[src/tspe_tour_mem.sv]
// tour order memory, unwritten or cleared entries read as their own index
module tspe_tour_mem #(
    parameter int DEPTH = 16,
    parameter int AW    = $clog2(DEPTH)
) (
    input  logic          clk,
    input  logic          rst_n,
    input  logic          clear,
    input  logic          we,
    input  logic [AW-1:0] waddr,
    input  logic [AW-1:0] wdata,
    input  logic [AW-1:0] raddr,
    output logic [AW-1:0] rdata
);

    logic [AW-1:0]    mem [DEPTH];
    logic [DEPTH-1:0] valid_reg;
    logic [DEPTH-1:0] valid_next;
    logic [AW-1:0]    mem_q_reg;
    logic [AW-1:0]    addr_q_reg;
    logic             valid_q_reg;

    always_comb
    begin
        valid_next = valid_reg;
        if (clear)
        begin
            valid_next = '0;
        end
        else if (we)
        begin
            valid_next[waddr] = 1'b1;
        end
    end

    always_ff @(posedge clk or negedge rst_n)
    begin
        if (!rst_n)
        begin
            valid_reg <= '0;
        end
        else
        begin
            valid_reg <= valid_next;
        end
    end

    always_ff @(posedge clk)
    begin
        if (we)
        begin
            mem[waddr] <= wdata;
        end
        mem_q_reg   <= mem[raddr];
        addr_q_reg  <= raddr;
        valid_q_reg <= valid_reg[raddr];
    end

    assign rdata = valid_q_reg ? mem_q_reg : addr_q_reg;

endmodule

[config.mk]
export PLATFORM = sky130hd
export DESIGN_NAME = tspe_tour_mem
export DESIGN_NICKNAME = d
export VERILOG_FILES = /design/src/tspe_tour_mem.sv
export SDC_FILE = /design/constraint.sdc
export NUM_CORES = 1
export LEC_CHECK = 0
export BUFFER_PORTS_ARGS = -buffer_cell sky130_fd_sc_hd__buf_2
export CELL_PAD_IN_SITES_DETAIL_PLACEMENT = 0
export CELL_PAD_IN_SITES_GLOBAL_PLACEMENT = 2
export CORE_MARGIN = 3
export CORE_UTILIZATION = 40
export DETAILED_ROUTE_END_ITERATION = 7
export GPL_ROUTABILITY_DRIVEN = 0
export GPL_TIMING_DRIVEN = 1
export PLACE_DENSITY = 0.73
export SKIP_CTS_REPAIR_TIMING = 1
export SLEW_MARGIN = 40
export SYNTH_ARGS = -nofsm -noshare
export SYNTH_HDL_FRONTEND = slang
export SYNTH_SLANG_ARGS = --single-unit
export TNS_END_PERCENT = 10
[constraint.sdc]
create_clock -name clk -period 2.4 [get_ports clk]
set_input_delay 0.12 -clock clk [delete_from_list [all_inputs] [get_ports clk]]
set_output_delay 0.12 -clock clk [all_outputs]
set_load 0.1 [all_outputs]
==> flow_metrics.py <==
metrics = {
    "worst_setup_path": {
        "critPathLaunch": "valid_q_reg$_DFF_P_",
        "slowest_delay_ns": 0.43,
        "crit_cells": 2,
        "arrival_ns": 1.42,
        "path_delay_family": "flip-flops",
        "cp.buffers_inverters": 1,
        "cp-end-kind": "primary output",
        "r2r_start": "mem[3][3]$_DFFE_PP_",
        "rr_worst_depth": 3,
        "cp-endpoint": "rdata[1]",
        "start_kind": "register",
        "worstPathRequired_ns": 2.28,
        "worstPathMaxFanout": 4,
        "r2r_end": "mem_q_reg[3]$_DFF_P_",
        "critical_path_class": "reg2out",
        "rrSetupSlack_ns": 1.04,
        "crit_path_cell_trace": "mux2_2 > buf_2",
        "cpMaxStageDelayCell": "dfxtp_1",
    },
    "global_routing": {
        "grt-ovfl-total": 0,
        "track_usage_pct": 15.5,
        "antenna_found_initial": 0,
        "grt_max_degree": 22,
        "grt_pass1_vias": 1918,
        "grt_pass1_wl_um": 11300,
    },
    "synth": {
        "ys_top_cells_by_area": "edfxtp_1, mux4_2, dfrtp_1",
        "syn-instance-count": 206,
        "synth_area_um2": 3470,
        "avgSynthCellArea_um2": 16.8,
        "synthFlopType": "edfxtp_1",
        "synthMostInstantiatedCell": "edfxtp_1",
        "seq_area_frac_synth_pct": 72.1,
        "synth_common_cells": "edfxtp_1, nor2_1, mux4_2",
        "ys_ff_latch": 89,
        "syn_nets": 222,
        "yosys_warnings": 0,
        "synth-edff-count": 64,
        "synth_top_area_share_pct": 55.4,
        "synth_top_cell_by_area": "edfxtp_1",
        "synth.distinct_cells": 23,
        "async_reset_ff_share_pct": 18.0,
    },
    "cells_and_area": {
        "fin_util_pct": 46.5,
        "fin_cells": 342,
        "largest_reg_flops": 64,
        "n_fill_cell": 744,
        "drive_gt1_share_pct": 25.3,
        "fin_area_um2": 3860,
        "num_antenna_cells": 0,
        "nets": 248,
        "synthToLayoutAreaGrowth_pct": 11.2,
    },
    "sta": {
        "rsz0062_at_grt": "no",
        "hold_violations": 0,
        "fin_crit_sh_pct": 64.0,
        "maxSlewHeadroom_pct": 52.8,
        "finClkSkew_ns": 0.00669,
        "tns_ns": 0,
        "fin_crit_ns": 1.54,
        "max_freq_ghz": 0.651,
        "slew_violations": 0,
        "finalSetupViolations": 0,
        "worst_slew_pin_slew_ns": 0.703,
    },
    "cts": {
        "h-tree-depth": 3,
        "cts.sinks": 89,
        "clk_latency_ns": 0.34,
        "clockBufferDepth": 2,
        "path_clk_slew_ns": 0.08,
        "cts_made_buffers": 9,
        "cts-root-buf": "clkbuf_8",
        "cts_tree": "yes",
    },
    "pwr": {
        "peakVddDrop_mv": 0.284,
        "power_density_nw_per_um2": 733,
        "leakagePower_nw": 1.35,
    },
    "floorplanning": {
        "io_pins": 20,
        "start_util_pct": 41.8,
        "die_w_um": 99.1,
        "die_area_um2": 9830,
        "coreArea_um2": 8300,
        "rows": 33,
        "fp.dieH_um": 99.1,
    },
    "drt": {
        "drtIter0Drc": 127,
        "wl_um": 6850,
        "vias": 1828,
        "detail_route.wl_per_cell_um": 20.0,
        "antenna_left": 0,
        "viasPerCell": 5.35,
        "drt_pass1_iterations": 4,
        "drc": 0,
    },
    "status": {
        "outcome": "finished clean",
    },
    "hold_path": {
        "hold_class": "in2reg",
    },
    "run": {
        "cap_violations": 0,
    },
    "placed_design": {
        "dp.cells": 325,
        "place.port_buffers": 19,
        "place_hpwl_um": 4720,
        "place_area_um2": 3670,
    },
}
-- cell type report --
type,count,area [um^2],share of cell area [%]
flip-flops and latches,89,2500,64.9
well taps,105,131,3.41
multi-input cells,109,921,23.9
clock inverters,3,16.3,0.422
repair buffers,23,128,3.31
clock buffers,13,159,4.12
-- worst reg2reg max path: cells and delay by family (launching register included) --
family	cells	cell delay [ns]
AND/OR/NAND/NOR	1	0.11
AO/OA/AOI/OAI	1	0.29
flip-flops	1	0.37
multiplexers	1	0.47
-- where the power goes --
| group | leakage, nW | internal [mW] | switching, mW |
|---|---|---|---|
| sequential | 0.875 | 1.69 | 0.0118 |
| clock | 0.0871 | 0.429 | 0.485 |
| combinational | 0.387 | 0.0712 | 0.142 |
| total | 1.35 | 2.19 | 0.639 |
-- metal layers --
layer	track usage, %	vias to the layer above	wire [um]
li1	-	852	-
met1	23.2	940	3310
met2	22.8	26	3250
met3	3.09	10	194
met4	5.36	0	103
met5	0	-	0
-- layout by cell type, fill, tap and decap left out --
| cell | n |
|---|---|
| a22oi_1 | 5 |
| or3b_2 | 1 |
| mux2_2 | 4 |
| clkinv_2 | 1 |
| edfxtp_1 | 64 |
| a21oi_1 | 12 |
| clkinv_1 | 1 |
| clkinvlp_4 | 1 |
| dfxtp_1 | 9 |
| nor3b_1 | 1 |
| a31oi_1 | 4 |
| nand2b_1 | 2 |
| mux4_2 | 20 |
| clkbuf_1 | 2 |
| nor2_1 | 30 |
| nand2_1 | 6 |
| nand3b_1 | 2 |
| nor2b_1 | 4 |
| clkbuf_8 | 11 |
| dlygate4sd3_1 | 1 |
| and3_1 | 1 |
| buf_2 | 19 |
| nor3_1 | 4 |
| dfrtp_1 | 16 |
| nand3_1 | 11 |
| buf_4 | 3 |
| and3b_1 | 2 |
-- worst min-delay path by stage --
stage | startpoint | end | cells after the start
after floorplan | rst_n | valid_reg[0]$_DFFE_PN0P_ | 0
after global placement | rst_n | valid_reg[9]$_DFFE_PN0P_ | 1
after global routing | raddr[2] | addr_q_reg[2]$_DFF_P_ | 1
after CTS | rst_n | valid_reg[15]$_DFFE_PN0P_ | 1
after detailed placement | rst_n | valid_reg[12]$_DFFE_PN0P_ | 1
final | raddr[2] | addr_q_reg[2]$_DFF_P_ | 1
-- per-stage QoR --
stage                     power [mW]  worst slack (ns)  hold slack (ns)
final                           2.83             0.864           0.0122
after detailed placement        1.95             0.693           0.0560
after global routing            2.95             0.804         0.000764
after floorplan                 1.87              1.08           -0.176
after CTS                       2.86             0.836           -0.323
after global placement          1.95             0.699           0.0568
-- kinds of logic after synthesis --
| kind of cell | Yosys count | share of synthesized area [%] |
|---|---|---|
| AO/OA/AOI/OAI | 21 | 3.53 |
| buffers and inverters | 8 | 1.33 |
| flip-flops | 89 | 72.1 |
| multiplexers | 24 | 14.3 |
| AND/OR/NAND/NOR | 64 | 8.73 |
No activity file was read; power rests on OpenSTA's default activity.
